===== src/rtl/core/rtcf_pkg.sv =====
package rtcf_pkg;

  // RGB565 layout
  localparam int unsigned PIX_W = 16;
  localparam int unsigned RED_W = 5;
  localparam int unsigned GRN_W = 6;
  localparam int unsigned BLU_W = 5;
  localparam int unsigned RED_LSB = 11;
  localparam int unsigned GRN_LSB = 5;
  localparam int unsigned BLU_LSB = 0;

  localparam int unsigned ALPHA_W = 8;
  localparam int unsigned COORD_W = 12;
  localparam int unsigned ORIGIN_W = 13;
  localparam int unsigned SIZE_W = 8;

  // configuration register indexes (byte address / 4)
  typedef enum logic [1:0] {
    REG_SCREEN_WIDTH  = 2'd0,
    REG_SCREEN_HEIGHT = 2'd1,
    REG_FADE_ALPHA    = 2'd2
  } cfg_reg_t;

endpackage


===== src/rtl/core/rgb565_tile_clip_fade.sv =====
// Tile pixel clipper and fader. Takes one RGB565 tile pixel per beat in raster
// order (tile_start marks the first pixel of a tile) and returns zero or one
// beat per pixel: the on-screen pixel with its screen coordinates, each color
// channel scaled by fade_alpha/255, and tlast on the last visible pixel of the
// tile. Pixels outside the tile or off screen are dropped, as are all pixels
// of a tile whose clipped area exceeds TILE_CAPACITY (unless the tile is fully
// on screen at full alpha). A pixel is accepted every clock unless the output
// stalls; each result passes the clipping register and then the area-check
// and fade output register. Change the screen size and alpha registers only
// while no beat is in flight.
module rgb565_tile_clip_fade #(
  parameter int unsigned TILE_CAPACITY = 256
) (
  input  logic        clk,
  input  logic        rst_n,
  // configuration
  input  logic        cfg_psel,
  input  logic        cfg_penable,
  input  logic        cfg_pwrite,
  input  logic [3:0]  cfg_paddr,
  input  logic [31:0] cfg_pwdata,
  output logic [31:0] cfg_prdata,
  output logic        cfg_pready,
  // tile pixels in
  input  logic        in_tvalid,
  output logic        in_tready,
  // tile_origin_x[12:0], tile_origin_y[25:13], tile_width[33:26],
  // tile_height[41:34], source_pixel[57:42], zero [63:58]
  input  logic [63:0] in_tdata,
  // tile_start[0]
  input  logic        in_tuser,
  // screen pixels out
  output logic        out_tvalid,
  input  logic        out_tready,
  // screen_x[11:0], screen_y[23:12], faded_pixel[39:24]
  output logic [39:0] out_tdata,
  output logic        out_tlast
);

  localparam int unsigned CW = rtcf_pkg::COORD_W;
  localparam int unsigned SW = rtcf_pkg::SIZE_W;
  localparam int unsigned PW = rtcf_pkg::PIX_W;

  // ---------------- configuration registers ----------------
  logic [CW-1:0]                 screen_w_r, screen_h_r;
  logic [rtcf_pkg::ALPHA_W-1:0]  fade_alpha_r;
  rtcf_pkg::cfg_reg_t            cfg_sel;
  logic                          cfg_wr;

  assign cfg_pready = 1'b1;
  assign cfg_sel    = rtcf_pkg::cfg_reg_t'(cfg_paddr[3:2]);
  assign cfg_wr     = cfg_psel & cfg_penable & cfg_pwrite & cfg_pready;

  always_ff @(posedge clk) begin
    if (!rst_n) begin
      screen_w_r   <= CW'(320);
      screen_h_r   <= CW'(240);
      fade_alpha_r <= '1;
    end else if (cfg_wr) begin
      case (cfg_sel)
        rtcf_pkg::REG_SCREEN_WIDTH:  screen_w_r   <= cfg_pwdata[CW-1:0];
        rtcf_pkg::REG_SCREEN_HEIGHT: screen_h_r   <= cfg_pwdata[CW-1:0];
        rtcf_pkg::REG_FADE_ALPHA:    fade_alpha_r <= cfg_pwdata[rtcf_pkg::ALPHA_W-1:0];
        default: ;
      endcase
    end
  end

  always_comb begin
    case (cfg_sel)
      rtcf_pkg::REG_SCREEN_WIDTH:  cfg_prdata = 32'(screen_w_r);
      rtcf_pkg::REG_SCREEN_HEIGHT: cfg_prdata = 32'(screen_h_r);
      rtcf_pkg::REG_FADE_ALPHA:    cfg_prdata = 32'(fade_alpha_r);
      default:                     cfg_prdata = '0;
    endcase
  end

  // ---------------- input fields ----------------
  logic signed [rtcf_pkg::ORIGIN_W-1:0] org_x, org_y;
  logic [SW-1:0]                        tile_w, tile_h;
  logic [PW-1:0]                        src_pix;
  logic                                 in_beat;

  assign org_x   = in_tdata[12:0];
  assign org_y   = in_tdata[25:13];
  assign tile_w  = in_tdata[33:26];
  assign tile_h  = in_tdata[41:34];
  assign src_pix = in_tdata[57:42];
  assign in_beat = in_tvalid & in_tready;

  // ---------------- tile counters ----------------
  logic [SW-1:0] col_r, row_r, col_nxt, row_nxt;
  logic [SW-1:0] col_cur, row_cur, col_inc;
  logic          in_tile;

  always_comb begin
    col_cur = in_tuser ? '0 : col_r;
    row_cur = in_tuser ? '0 : row_r;
    in_tile = (col_cur < tile_w) && (row_cur < tile_h);
    col_inc = col_cur + SW'(1);
    col_nxt = col_cur;
    row_nxt = row_cur;
    if (tile_w != '0) begin
      if (col_inc >= tile_w) begin
        col_nxt = '0;
        row_nxt = (row_cur == '1) ? row_cur : row_cur + SW'(1);
      end else begin
        col_nxt = col_inc;
      end
    end
  end

  always_ff @(posedge clk) begin
    if (!rst_n) begin
      col_r <= '0;
      row_r <= '0;
    end else if (in_beat) begin
      col_r <= col_nxt;
      row_r <= row_nxt;
    end
  end

  // ---------------- clipping (stage 1) ----------------
  logic signed [13:0] pos_x, pos_y, end_x, end_y, clip_x1, clip_y1;
  logic signed [13:0] clip_x0, clip_y0, span_x, span_y, scr_w, scr_h;
  logic               on_screen, fully_in;

  always_comb begin
    scr_w   = $signed({2'b00, screen_w_r});
    scr_h   = $signed({2'b00, screen_h_r});
    pos_x   = $signed({org_x[12], org_x}) + $signed({6'd0, col_cur});
    pos_y   = $signed({org_y[12], org_y}) + $signed({6'd0, row_cur});
    end_x   = $signed({org_x[12], org_x}) + $signed({6'd0, tile_w});
    end_y   = $signed({org_y[12], org_y}) + $signed({6'd0, tile_h});
    clip_x0 = org_x[12] ? 14'sd0 : $signed({1'b0, org_x});
    clip_y0 = org_y[12] ? 14'sd0 : $signed({1'b0, org_y});
    clip_x1 = (end_x > scr_w) ? scr_w : end_x;
    clip_y1 = (end_y > scr_h) ? scr_h : end_y;
    span_x  = clip_x1 - clip_x0;
    span_y  = clip_y1 - clip_y0;
    on_screen = !pos_x[13] && !pos_y[13] && (pos_x < scr_w) && (pos_y < scr_h);
    fully_in  = (fade_alpha_r == '1) && !org_x[12] && !org_y[12] &&
                (end_x <= scr_w) && (end_y <= scr_h);
  end

  logic          s1_valid_r;
  logic [CW-1:0] s1_x_r, s1_y_r;
  logic [SW-1:0] s1_span_x_r, s1_span_y_r;
  logic          s1_fast_r, s1_last_r;
  logic [PW-1:0] s1_pix_r;
  logic          s1_go;

  assign in_tready = !s1_valid_r || s1_go;

  always_ff @(posedge clk) begin
    if (!rst_n) begin
      s1_valid_r <= 1'b0;
    end else if (in_tready) begin
      s1_valid_r <= in_beat & in_tile & on_screen;
    end
  end

  always_ff @(posedge clk) begin
    if (in_beat) begin
      s1_x_r      <= pos_x[CW-1:0];
      s1_y_r      <= pos_y[CW-1:0];
      // a visible pixel's clipped span is 1..tile size, so 8 bits hold it
      s1_span_x_r <= span_x[SW-1:0];
      s1_span_y_r <= span_y[SW-1:0];
      s1_fast_r   <= fully_in;
      s1_last_r   <= (pos_x == clip_x1 - 14'sd1) && (pos_y == clip_y1 - 14'sd1);
      s1_pix_r    <= src_pix;
    end
  end

  // ---------------- area check and fade (stage 2) ----------------
  logic [2*SW-1:0] area;
  logic            keep;
  logic [PW-1:0]   faded;

  assign area = (2*SW)'(s1_span_x_r) * (2*SW)'(s1_span_y_r);
  assign keep = s1_fast_r || ({1'b0, area} <= (2*SW+1)'(TILE_CAPACITY));

  rtcf_fade u_fade (
    .pixel_in  (s1_pix_r),
    .alpha     (fade_alpha_r),
    .pixel_out (faded)
  );

  logic          out_valid_r;
  logic [CW-1:0] out_x_r, out_y_r;
  logic [PW-1:0] out_pix_r;
  logic          out_last_r;

  assign s1_go = !out_valid_r || out_tready;

  always_ff @(posedge clk) begin
    if (!rst_n) begin
      out_valid_r <= 1'b0;
    end else if (s1_go) begin
      out_valid_r <= s1_valid_r & keep;
    end
  end

  always_ff @(posedge clk) begin
    if (s1_go && s1_valid_r) begin
      out_x_r    <= s1_x_r;
      out_y_r    <= s1_y_r;
      out_pix_r  <= faded;
      out_last_r <= s1_last_r;
    end
  end

  assign out_tvalid = out_valid_r;
  assign out_tdata  = {out_pix_r, out_y_r, out_x_r};
  assign out_tlast  = out_last_r;

endmodule


===== src/rtl/core/rtcf_fade.sv =====
module rtcf_fade (
  input  logic [rtcf_pkg::PIX_W-1:0]   pixel_in,
  input  logic [rtcf_pkg::ALPHA_W-1:0] alpha,
  output logic [rtcf_pkg::PIX_W-1:0]   pixel_out
);

  // c * alpha / 255, truncated; exact for products below 255*256
  function automatic logic [5:0] scale(input logic [5:0] c, input logic [7:0] a);
    logic [13:0] p;
    logic [14:0] s;
    p = 14'(c) * 14'(a);
    s = 15'(p) + 15'(p[13:8]) + 15'd1;
    return s[13:8];
  endfunction

  logic [5:0] red_s, grn_s, blu_s;

  always_comb begin
    red_s = scale({1'b0, pixel_in[rtcf_pkg::RED_LSB +: rtcf_pkg::RED_W]}, alpha);
    grn_s = scale(pixel_in[rtcf_pkg::GRN_LSB +: rtcf_pkg::GRN_W], alpha);
    blu_s = scale({1'b0, pixel_in[rtcf_pkg::BLU_LSB +: rtcf_pkg::BLU_W]}, alpha);
    pixel_out = {red_s[rtcf_pkg::RED_W-1:0], grn_s, blu_s[rtcf_pkg::BLU_W-1:0]};
  end

endmodule


===== config.mk =====
export PLATFORM = sky130hd
export DESIGN_NAME = rgb565_tile_clip_fade
export DESIGN_NICKNAME = d
export VERILOG_FILES = /design/src/rtl/core/rtcf_pkg.sv /design/src/rtl/core/rgb565_tile_clip_fade.sv /design/src/rtl/core/rtcf_fade.sv
export SDC_FILE = /design/constraint.sdc
export NUM_CORES = 1
export LEC_CHECK = 0
export BUFFER_PORTS_ARGS = -buffer_cell sky130_fd_sc_hd__buf_2
export CORE_MARGIN = 1
export CORE_UTILIZATION = 35
export CTS_CLUSTER_SIZE = 24
export DETAILED_ROUTE_END_ITERATION = 6
export GPL_TIMING_DRIVEN = 0
export HOLD_SLACK_MARGIN = 0.05
export PLACE_DENSITY = 0.52
export SYNTH_ARGS = -nofsm -noshare
export SYNTH_HDL_FRONTEND = slang
export SYNTH_SLANG_ARGS = --single-unit
export TNS_END_PERCENT = 5

===== constraint.sdc =====
create_clock -name clk -period 6.8 [get_ports clk]
set_input_delay 0.34 -clock clk [delete_from_list [all_inputs] [get_ports clk]]
set_output_delay 0.34 -clock clk [all_outputs]
set_load 0.02 [all_outputs]

==> flow_summary.yaml <==
critical_path:
  worst_path_dominant_cell_family: "compound AO/OA/AOI/OAI gates"
  ff2ff_setup_slack_ps: 450
  crit_cells: 26
  cp-start-kind: "input pin"
  cp_max_fo: 10
  crit_top_cell: "buf_2"
  max_stage_delay_ps: 500
  worstPathArrival_ps: 6790
  reg2regPathDepth: 23
  critical_path_class: "input pin to flop"
  worst_ep_required_time_ps: 7050
  crit_buf_inv: 5
  r2r_start: "fade_alpha_r[0]$_SDFFE_PN1P_"
  cp-startpoint: "in_tdata[13]"
  cp_slowest_cell: "xor2_1"
  rr_endpoint: "out_pix_r[2]$_DFFE_PP_"
  crit_path_end: "s1_last_r$_DFFE_PP_"
  end_kind: "flop"
drt:
  post_drt_wl_per_cell_um: 17.9
  wl_um: 50700
  drtIter0Drc: 790
  ant_nets: 0
  vias: 14500
  drc: 0
  viasPerCell: 5.12
  dr.pass1.iters: 5
clocking:
  cts_root_buffer: "clkbuf_16"
  htreeDepth: 4
  clock_sinks: 149
  clk_latency_ps: 460
  cts_tree: "built"
  clock_path_buffers: 2
  numCtsBuffers: 17
  clk_pin_slew_ps: 70
synthesis:
  synth-edff-count: 99
  synth_flop_cell: "edfxtp_1"
  netlist_area_um2: 17500
  synthCells: 1973
  syn_avg_cell_area_um2: 8.84
  ys_ff_latch: 149
  async_reset_ff_share_pct: 0
  ys_warn_count: 0
  synthDistinctLibCells: 91
  ys_seq_area_share_pct: 22.8
sta:
  skew_ps: 10.6
  slew_violations: 0
  relSlewSlack_pct: 32.4
  rsz0062_at_grt: "no"
  tightest_slew_ps: 1000
  hold_ws_ps: 149
  fmax_ghz: 0.153
  fin_setup_tns_ps: 0
  period_needed_ps: 6550
  hold_violations: 0
  fin_crit_sh_pct: 96.3
  setup_violations: 0
  worst_slack_ps: 255
floorplanning:
  die_w_um: 225
  rows: 81
  ios: 184
  start_util_pct: 35.6
  core_um2: 49100
  die_h_um: 225
  die_area_um2: 50800
global_route:
  grt_pass1_vias: 14600
  grt_first_pass_wirelength_um: 79500
  grt_overflow: 0
  grt_max_degree: 38
  grtUsageTotal_pct: 20.5
  antenna_found_initial: 4
cells_and_area:
  fillers: 4982
  layout-drive-gt1-share_pct: 10.7
  fin_util_pct: 40.5
  final_nets: 2598
  area_delta_synth_final_pct: 13.7
  final_cell_area_um2: 19800
placed_design:
  portBuffers: 128
  place_area_um2: 19000
  hpwl_um: 41200
  routabilityCongestion: 0.908
  place_ws_ps: -531
run:
  max-cap-violations: 0
pwr:
  peakVddDrop_mv: 0.309
  power-per-cell-area_nw_per_um2: 312
  power_leakage_uw: 0.00909
hold_path:
  hold_class: "input pin to flop"
run_status:
  run_status: "complete, no violations"
-- per-stage QoR --
stage | instances | total power [uW]
finish | 2835 | 6190
global route | 2835 | 6860
CTS | 2833 | 6260
detailed placement | 2786 | 5180
global placement | 2784 | 5130
floorplan | 1992 | 4370
-- power by group --
| group | leakage (uW) | switching (uW) | internal (uW) |
|---|---|---|---|
| logic | 0.00745 | 2220 | 1820 |
| clock network | 0.000304 | 452 | 539 |
| registers | 0.00134 | 81.7 | 1080 |
-- sequential cells by signal (all words and copies together) (netlist names), 8 cells and up --
register,count
col_r,8
fade_alpha_r,8
out_pix_r,16
out_x_r,12
out_y_r,12
row_r,8
s1_pix_r,16
s1_span_x_r,8
s1_span_y_r,8
s1_x_r,12
s1_y_r,12
screen_h_r,12
screen_w_r,12
-- worst min-delay path, stage by stage --
cell and delay (ps):
buf_2 100, nand2_1 50, a21boi_0 70
-- layout make-up --
type	count	area (um2)	share of cell area [%]
Antenna cell	3	7.51	0.0378
Sequential cell	149	3980	20.0
Buffer	67	367	1.85
Multi-Input combinational cell	1561	12400	62.5
Timing Repair Buffer	147	848	4.27
Tap cell	664	831	4.19
Inverter	212	797	4.02
Clock inverter	12	125	0.630
Clock buffer	20	489	2.47
-- how the worst min path moves through the flow --
| stage | start | to | cells past startpoint |
|---|---|---|---|
| after floorplan | s1_last_r$_DFFE_PP_ | out_tlast$_DFFE_PP_ | 0 |
| after global placement | s1_x_r[2]$_DFFE_PP_ | out_x_r[2]$_DFFE_PP_ | 0 |
| after detailed placement | s1_y_r[0]$_DFFE_PP_ | out_y_r[0]$_DFFE_PP_ | 0 |
| after CTS | cfg_pwdata[11] | screen_h_r[11]$_SDFFE_PN0P_ | 3 |
| after global routing | cfg_pwdata[9] | screen_h_r[9]$_SDFFE_PN0P_ | 3 |
| final | cfg_pwdata[11] | screen_h_r[11]$_SDFFE_PN0P_ | 3 |
-- placed cells by master, fill, tap and decap left out, types with 15 or more instances in the layout --
master	n
a21boi_0	30
a21o_1	40
a21oi_1	72
and2_1	104
buf_2	136
buf_4	22
clkbuf_1	30
clkbuf_16	19
conb_1	21
dfxtp_1	47
dlygate4sd3_1	16
edfxtp_1	99
fa_1	103
ha_1	231
inv_1	210
mux2i_1	22
nand2_1	238
nand2b_1	34
nand3_1	46
nand4_1	21
nor2_1	74
nor2b_1	48
nor3_1	36
o21a_1	15
o21ai_0	81
xnor2_1	95
xor2_1	45
-- per-layer routing --
metal  track usage, %  wire, um  up-vias
met5                0        12        -
met4             8.47      1670        2
met3             3.47      2410       84
met2             33.6     23400      374
met1             26.6     23200     6944
li1                 -         -     7114
-- logic make-up after synthesis --
group	count (synthesis)	synth area share (%)
AO/OA/AOI/OAI	367	14.2
XOR/XNOR	142	7.13
adder cells (fa/ha/maj)	335	28.5
buffers and inverters	282	6.70
flip-flops	149	22.8
multiplexers	24	1.39
other	2	0.0430
AND/OR/NAND/NOR	672	19.4
-- cells in the mapped netlist (9+ instances only) --
| cell | instances | area, um2 |
|---|---|---|
| a211oi_1 | 14 | 105 |
| a21boi_0 | 30 | 225 |
| a21o_1 | 40 | 300 |
| a21oi_1 | 72 | 360 |
| a22oi_1 | 10 | 75.1 |
| a31oi_1 | 10 | 62.6 |
| and2_1 | 105 | 657 |
| and3_1 | 10 | 62.6 |
| buf_4 | 21 | 158 |
| clkbuf_1 | 37 | 139 |
| dfxtp_1 | 50 | 1000 |
| edfxtp_1 | 99 | 2970 |
| fa_1 | 103 | 2060 |
| ha_1 | 232 | 2900 |
| inv_1 | 210 | 788 |
| mux2i_1 | 22 | 220 |
| nand2_1 | 238 | 893 |
| nand2b_1 | 34 | 213 |
| nand3_1 | 46 | 230 |
| nand4_1 | 21 | 131 |
| nor2_1 | 74 | 278 |
| nor2b_1 | 48 | 300 |
| nor3_1 | 36 | 180 |
| nor3b_1 | 9 | 67.6 |
| nor4_1 | 14 | 87.6 |
| o211ai_1 | 14 | 105 |
| o21a_1 | 15 | 113 |
| o21ai_0 | 82 | 410 |
| o21bai_1 | 9 | 67.6 |
| or3_1 | 10 | 62.6 |
| xnor2_1 | 95 | 832 |
| xor2_1 | 47 | 412 |
-- what timing repair did --
item / in CTS / in global routing
endpoints found under the setup margin: 4 / 12
hold endpoints to repair: 16 / 0
hold buffers: 16 / 0
cloned: 0 / 0
setup buffers: 0 / 1
gates resized for setup: 1 / 15
pin swaps: 0 / 1
Note: power is estimated with default switching activity, not from simulation.
